`src/hw/rtl/btrt_pkg.sv`:
```
`default_nettype none

package btrt_pkg;

  localparam int unsigned NUM_KEYS    = 4096;
  localparam int unsigned ID_WIDTH    = 20;
  localparam int unsigned EPOCH_WIDTH = 24;
  localparam int unsigned KEY_WIDTH   = 12;
  localparam int unsigned OP_WIDTH    = 2;
  // NUM_KEYS is a power of two, so the key is reduced by dropping high bits.
  localparam int unsigned ADDR_WIDTH  = $clog2(NUM_KEYS);

  localparam logic [EPOCH_WIDTH-1:0] EPOCH_RESET = EPOCH_WIDTH'(1);

  typedef enum logic [OP_WIDTH-1:0] {
    OP_RSV_READ  = 2'd0,
    OP_RSV_WRITE = 2'd1,
    OP_CHK_READ  = 2'd2,
    OP_CHK_WRITE = 2'd3
  } op_e;

  typedef struct packed {
    logic [EPOCH_WIDTH-1:0] epoch;
    logic [ID_WIDTH-1:0]    rts;
    logic [ID_WIDTH-1:0]    wts;
  } entry_t;

  typedef struct packed {
    logic reserved;
    logic raw;
    logic waw;
    logic war;
  } res_t;

  // A held id wins over a new id when it is non-zero and lower.
  function automatic logic beats(logic [ID_WIDTH-1:0] held, logic [ID_WIDTH-1:0] id);
    return (held != '0) && (held < id);
  endfunction

endpackage

`default_nettype wire

```
`src/hw/rtl/btrt_update.sv`:
```
`default_nettype none

module btrt_update (
  input  btrt_pkg::op_e                         op_i,
  input  logic [btrt_pkg::ID_WIDTH-1:0]         txn_id_i,
  input  logic [btrt_pkg::EPOCH_WIDTH-1:0]      cur_epoch_i,
  input  btrt_pkg::entry_t                      entry_i,
  output btrt_pkg::entry_t                      entry_o,
  output logic                                  we_o,
  output btrt_pkg::res_t                        res_o
);
  import btrt_pkg::*;

  logic is_write;
  logic is_reserve;
  logic stale;
  logic epoch_match;
  logic slot_held;

  assign is_write    = (op_i == OP_RSV_WRITE);
  assign is_reserve  = (op_i == OP_RSV_READ) || (op_i == OP_RSV_WRITE);
  assign stale       = (cur_epoch_i > entry_i.epoch);
  assign epoch_match = (entry_i.epoch == cur_epoch_i);
  assign slot_held   = is_write ? beats(entry_i.wts, txn_id_i) : beats(entry_i.rts, txn_id_i);

  always_comb begin
    entry_o = entry_i;
    we_o    = 1'b0;
    res_o   = '0;
    if (is_reserve) begin
      if (txn_id_i != '0) begin
        if (stale) begin
          // A stale entry is replaced as a whole.
          entry_o.epoch = cur_epoch_i;
          entry_o.rts   = is_write ? '0 : txn_id_i;
          entry_o.wts   = is_write ? txn_id_i : '0;
          we_o          = 1'b1;
          res_o.reserved = 1'b1;
        end else if (!slot_held) begin
          entry_o.epoch = cur_epoch_i;
          if (is_write) begin
            entry_o.wts = txn_id_i;
          end else begin
            entry_o.rts = txn_id_i;
          end
          we_o           = 1'b1;
          res_o.reserved = 1'b1;
        end
      end
    end else if (epoch_match) begin
      res_o.raw = (op_i == OP_CHK_READ)  && beats(entry_i.wts, txn_id_i);
      res_o.waw = (op_i == OP_CHK_WRITE) && beats(entry_i.wts, txn_id_i);
      res_o.war = (op_i == OP_CHK_WRITE) && beats(entry_i.rts, txn_id_i);
    end
  end

endmodule

`default_nettype wire

```
`config.mk`:
```
export PLATFORM = sky130hd
export DESIGN_NAME = btrt_update
export DESIGN_NICKNAME = d
export VERILOG_FILES = /design/src/hw/rtl/btrt_pkg.sv /design/src/hw/rtl/btrt_update.sv
export SDC_FILE = /design/constraint.sdc
export NUM_CORES = 1
export LEC_CHECK = 0
export ABC_AREA = 1
export BUFFER_PORTS_ARGS = -buffer_cell sky130_fd_sc_hd__buf_4
export CORE_MARGIN = 1.5
export CORE_UTILIZATION = 30
export DETAILED_ROUTE_END_ITERATION = 6
export GPL_ROUTABILITY_DRIVEN = 0
export GPL_TIMING_DRIVEN = 1
export PLACE_DENSITY_LB_ADDON = 0.05
export RECOVER_POWER = 50
export SETUP_SLACK_MARGIN = 0.3
export SKIP_LAST_GASP = 1
export SYNTH_ARGS = -nofsm -noshare
export SYNTH_HDL_FRONTEND = slang
export SYNTH_SLANG_ARGS = --single-unit
```
`constraint.sdc`:
```
create_clock -name vclk -period 2.8
set_input_delay 0.14 -clock vclk [all_inputs]
set_output_delay 0.14 -clock vclk [all_outputs]
set_load 0.05 [all_outputs]
```
==> results of run 1 <==
## stage by stage
step / setup WS, ns / instances / hold slack, ns
6_report: 0.296 / 959 / 0.639
5_1_grt: 0.102 / 959 / 0.655
3_3_place_gp: 0.345 / 950 / 0.638
3_5_place_dp: 0.286 / 950 / 0.643
4_1_cts: 0.321 / 950 / 0.643
2_1_floorplan: 0.258 / 641 / 0.387
## cells in the final DEF (no fill, tap or decap), types with 2 or more instances in the layout
| master | synthesis | layout |
|---|---|---|
| clkbuf_1 | 4 | 2 |
| nand2_4 | 3 | 6 |
| clkbuf_2 | 0 | 24 |
| nand2_2 | 3 | 3 |
| nand4_1 | 5 | 5 |
| nor3_1 | 2 | 2 |
| nor4_1 | 4 | 4 |
| nand2_8 | 2 | 3 |
| nand4_2 | 2 | 2 |
| inv_1 | 113 | 113 |
| o21ai_0 | 13 | 12 |
| o21ai_1 | 16 | 8 |
| a21o_1 | 4 | 4 |
| o21ai_2 | 0 | 9 |
| buf_4 | 8 | 165 |
| buf_12 | 0 | 2 |
| nand2_1 | 234 | 233 |
| nand3_1 | 37 | 37 |
| ha_1 | 62 | 62 |
| nand3_4 | 1 | 2 |
| nor2_1 | 72 | 72 |
| a21oi_1 | 40 | 39 |
| nor2_4 | 2 | 2 |
## kinds of logic (layout without fill, tap and decap cells)
group           after synthesis  after routing  synth area share, %
fa+ha+maj                    62             62                 23.3
buf+inv                     134            309                 17.0
compound gates               73             73                 11.3
simple gates                372            375                 48.4
## how the worst max path moves through the flow
stage,cells after the start,slack [ns],end
2_1_floorplan,12,0.26,entry_o[2]
3_3_place_gp,14,0.34,entry_o[40]
3_5_place_dp,14,0.29,entry_o[40]
4_1_cts,14,0.32,entry_o[40]
5_1_grt,16,0.10,entry_o[37]
6_report,16,0.30,entry_o[26]
## per-layer routing
| layer | share of wire (%) | track usage, % | vias up |
|---|---|---|---|
| li1 | - | - | 2363 |
| met4 | 0.16 | 1.13 | 0 |
| met5 | 0 | 0 | - |
| met3 | 5.9 | 0.784 | 2 |
| met1 | 44 | 26.4 | 1940 |
| met2 | 50 | 39.1 | 136 |
## power groups by stage
stage	registers, mW	logic [mW]	clock network, mW
final	0	1.41	0
after global routing	0	1.52	0
after CTS	0	1.40	0
after detailed placement	0	1.39	0
after global placement	0	1.38	0
after floorplan	0	0.927	0
## critical path, stage by stage
cell	delay (ns)
buf_4	0.09
inv_1	0.08
ha_1	0.32
nand2_1	0.07
nor2_1	0.20
nand2_1	0.13
nor2_1	0.12
nand2_1	0.06
nand4_1	0.11
nand2_2	0.12
buf_4	0.16
nand3_4	0.07
nand2_4	0.07
buf_12	0.17
o21ai_2	0.13
clkbuf_2	0.30
## what timing repair did
action / in CTS / in global routing
pin swaps: 0 / 3
hold buffers: 0 / 0
setup endpoints to repair: 6 / 66
cloned: 0 / 3
resized for setup: 1 / 27
setup buffers: 0 / 6
endpoints found under the hold margin: 0 / 0
## area by class of cell
| cell class | count | share of cell area (%) |
|---|---|---|
| inverter | 115 | 8.89 |
| timing repair buffer | 194 | 29.0 |
| tap | 140 | 3.59 |
| multi-input combinational | 510 | 58.5 |
==> metrics.yaml, run 1 <==
power_and_ir_drop:
  power_frac_seq_pct: 0
  power_per_cell_area_mw_per_mm2: 288
  p_clk_share_pct: 0
  p_leak_nw: 3.09
  p_switching_mw: 0.953
  p_int_mw: 0.453
  p_total_mw: 1.41
  swShare_pct: 67.8
  vdd_drop_max_mv: 0.140
  power_frac_comb_pct: 100.0
worst_hold_path:
  hold_end: "entry_o[46]"
  hp-class: "input pin to primary output"
  holdPathStages: 4
  min-delay-start: "cur_epoch_i[6]"
placed_design:
  dpl-instance-area_mm2: 0.00482
  dpl.hpwl_um: 10700
  portBuffers: 179
finish:
  nNetsFinal: 993
  drive_gt1_share_pct: 27.5
  design_area_mm2: 0.00489
  fillers: 1211
  regArea_um2: 0
  clkbuf_count: 0
  design.seq.count: 0
  utilization_pct: 45.1
  multi_input_area_mm2: 0.00286
  layout-area-overhead-vs-synth_pct: 46.6
  n_antenna_cell: 0
global_routing:
  grt_first_pass_wirelength_um: 19500
  grt_pass1_vias: 4087
  antenna_found_initial: 0
  overflow: 0
  grt_max_degree: 33
  grtUsageTotal_pct: 20.4
synthesis:
  syn_area_per_cell_um2: 5.20
  synth_top_area_cell: "nand2_1"
  synth_area_mm2: 0.00333
  synthCells: 641
  synth_warnings: 0
  synthDominantCellAreaShare_pct: 26.4
  yosysMostFrequentCell: "nand2_1"
  ys_top_cells_by_area: "nand2_1, ha_1, inv_1"
  seq_area_frac_synth_pct: 0
  syn_nets: 813
  synth_cell_types: 29
  yosys-top-cells-count: "nand2_1, inv_1, nor2_1"
critical_path:
  cp_max_fo: 24
  critPathLaunchType: "input pin"
  path_class: "input pin to primary output"
  arrival_ns: 2.36
  worst_setup_path_end_kind: "primary output"
  crit_start: "txn_id_i[19]"
  required_ns: 2.66
floorplanning:
  die_w_um: 108
  coreArea_mm2: 0.0108
  die_y_um: 108
  pin_count: 179
  initial_core_util_pct: 30.7
  row_count: 38
  die_area_mm2: 0.0117
routing:
  first_iter_violations: 213
  first_pass_iters: 4
  drc_errors: 0
  routedWlPerCell_um: 13.6
  vias_per_cell: 4.63
  antenna_left: 0
  num_vias: 4441
  wirelength_um: 13100
timing:
  timing.slew.headroom_pct: 55.8
  min_period_ns: 2.50
  final-setup-viol-count: 0
  fmax_mhz: 399
  grt_setup_unrepaired: "yes"
  final-hold-violation-count: 0
  period_share_pct: 89.4
  setup_tns_ns: 0
  slew_violations: 0
  worstMarginPinSlew_ns: 0.666
run:
  drv_cap: 0
status:
  status: "complete, no violations"
Power figures use the tool's default switching activity.
==> run 2: changes to the inputs <==
--- a/config.mk
+++ b/config.mk
@@ -8,7 +8,7 @@
 export ABC_AREA = 1
 export BUFFER_PORTS_ARGS = -buffer_cell sky130_fd_sc_hd__buf_4
 export CORE_MARGIN = 1.5
-export CORE_UTILIZATION = 30
+export CORE_UTILIZATION = 52
 export DETAILED_ROUTE_END_ITERATION = 6
 export GPL_ROUTABILITY_DRIVEN = 0
 export GPL_TIMING_DRIVEN = 1
==> metrics.yaml, run 2 (same netlist as run 1, synthesis figures left out) <==
status:
  status: "complete, no violations"
finish:
  drive_gt1_share_pct: 26.3  # -1.2 points
  layout_common_cells: "nand2_1, buf_4, inv_1, nor2_1, ha_1"
  clkbuf_count: 0  # unchanged
  layout-area-overhead-vs-synth_pct: 45.3
  fin_cells: 893  # -6.9%
  n_antenna_cell: 0  # unchanged
  fillers: 486  # -60%
  design.seq.count: 0  # unchanged
  design_area_mm2: 0.00484  # -0.92%
  final_common_cell: "nand2_1"
  regArea_um2: 0  # unchanged
  nNetsFinal: 992  # -0.10%
routing:
  vias_per_cell: 5.33  # +15%
  top_layer: "met4"
  wl_met1_um: 4740  # -18%
  drc_errors: 0  # unchanged
  met3_length_um: 1070  # +38%
  antenna_left: 0  # unchanged
  wirelength_um: 12200  # -6.7%
  num_vias: 4756  # +7.1%
  first_pass_iters: 5  # +1
  first_iter_violations: 309  # +45%
  routedWlPerCell_um: 13.7  # +0.24%
  dr_wl_met2_um: 5980  # -8.0%
placed_design:
  dpl.hpwl_um: 9430  # -12%
  placedCellCount: 880  # -7.4%
  portBuffers: 179  # unchanged
  dpl-instance-area_mm2: 0.00467  # -3.0%
floorplanning:
  initial_core_util_pct: 55.0  # +24 points
  pin_count: 179  # unchanged
  row_count: 28  # -26%
  die_w_um: 83.0  # -23%
  coreArea_mm2: 0.00606  # -44%
  die_area_mm2: 0.00690  # -41%
  die_y_um: 83.0  # -23%
power_and_ir_drop:
  power_frac_comb_pct: 100.0  # about the same
  power_per_cell_area_mw_per_mm2: 297  # +3.1%
  power_frac_seq_pct: 0  # unchanged
  swShare_pct: 66.7  # -1.1 points
  p_total_mw: 1.44  # +2.2%
  p_clk_share_pct: 0  # unchanged
  p_int_mw: 0.478  # +5.6%
  p_switching_mw: 0.958  # +0.53%
  p_leak_nw: 3.08  # -0.37%
  vdd_drop_max_mv: 0.243  # +74%
timing:
  fmax_mhz: 382  # -4.4%
  period_share_pct: 93.5  # +4.1 points
  min_period_ns: 2.62  # +0.115 ns
  timing.slew.headroom_pct: 56.5  # +0.71 points
  final-setup-viol-count: 0  # unchanged
  worstMarginPinSlew_ns: 0.655  # -0.0107 ns
  slew_violations: 0  # unchanged
  final-hold-violation-count: 0  # unchanged
  grt_setup_unrepaired: "no"
  setup_tns_ns: 0  # unchanged
clock_tree:
  cts_hold_buf: 0  # unchanged
critical_path:
  required_ns: 2.66  # about the same
  crit_chain: "buf_4, inv_1, ha_1, nand2_1, nor2_2, nand2_1, nor2_1, nand2_1, nand4_4, nand2_4, nand3_4, nand2_8, o21ai_1, clkbuf_1"
  arrival_ns: 2.48  # +0.12 ns
  critPathLaunchType: "input pin"
  cp_slowest_stage_delay_ns: 0.48  # +0.16 ns
  cp_slowest_cell: "clkbuf_1"
  path_class: "input pin to primary output"
  crit_top_cell: "nand2_1"
  worst_setup_path_end_kind: "primary output"
  cp_max_fo: 22  # -8.3%
global_routing:
  antenna_found_initial: 0  # unchanged
  grtUsageTotal_pct: 30.8  # +10 points
  grt_max_degree: 45  # +36%
  overflow: 0  # unchanged
  grt_first_pass_wirelength_um: 18700  # -4.4%
  grt_pass1_vias: 4279  # +4.7%
worst_hold_path:
  hp-class: "input pin to primary output"
run:
  drv_cap: 0  # unchanged
==> run 2: power by group through the flow <==
stage | logic, mW | registers (mW) | clock network (mW)
after floorplan | 0.927 | 0 | 0
after detailed placement | 1.36 | 0 | 0
final | 1.44 | 0 | 0
after global placement | 1.33 | 0 | 0
after global routing | 1.54 | 0 | 0
after CTS | 1.37 | 0 | 0
==> run 2: layout make-up <==
class	count	area, um^2	area share, %
inverters	115	434	8.97
well taps	75	93.8	1.94
multi-input cells	509	2860	59.1
repair buffers	194	1450	30.0
==> run 2: critical path: cells and delay by family <==
kind | cells | cell delay (ns)
AO/OA/AOI/OAI | 1 | 0.17
adder cells (fa/ha/maj) | 1 | 0.31
buffers and inverters | 3 | 0.66
AND/OR/NAND/NOR | 9 | 1.19
==> run 2: timing repair <==
action,4_1_cts,5_1_grt
pin swaps,0,6
buffers inserted,0,11
gates cloned,0,2
resized for setup,2,12
setup endpoints to repair,30,57
==> run 2: path summary, 6_finish.rpt <==
check | startpoint | endpoint | cells past startpoint
setup / recovery | txn_id_i[19] | entry_o[12] | 14
hold / removal | cur_epoch_i[10] | entry_o[50] | 4
==> run 2: per-layer routing <==
metal	GRT usage, %	vias to the layer above
li1	-	2363
met4	8.48	0
met3	2.78	47
met5	0	-
met1	36.9	2062
met2	58.1	284
==> run 2: metrics by stage <==
step | worst slack, ns | hold WS, ns | utilization (%)
floorplan | 0.258 | 0.387 | -
global placement | 0.344 | 0.638 | 77.1
detailed placement | 0.270 | 0.639 | 77.1
CTS | 0.300 | 0.640 | 77.4
global route | 0.0859 | 0.650 | 79.9
finish | 0.181 | 0.639 | 79.9
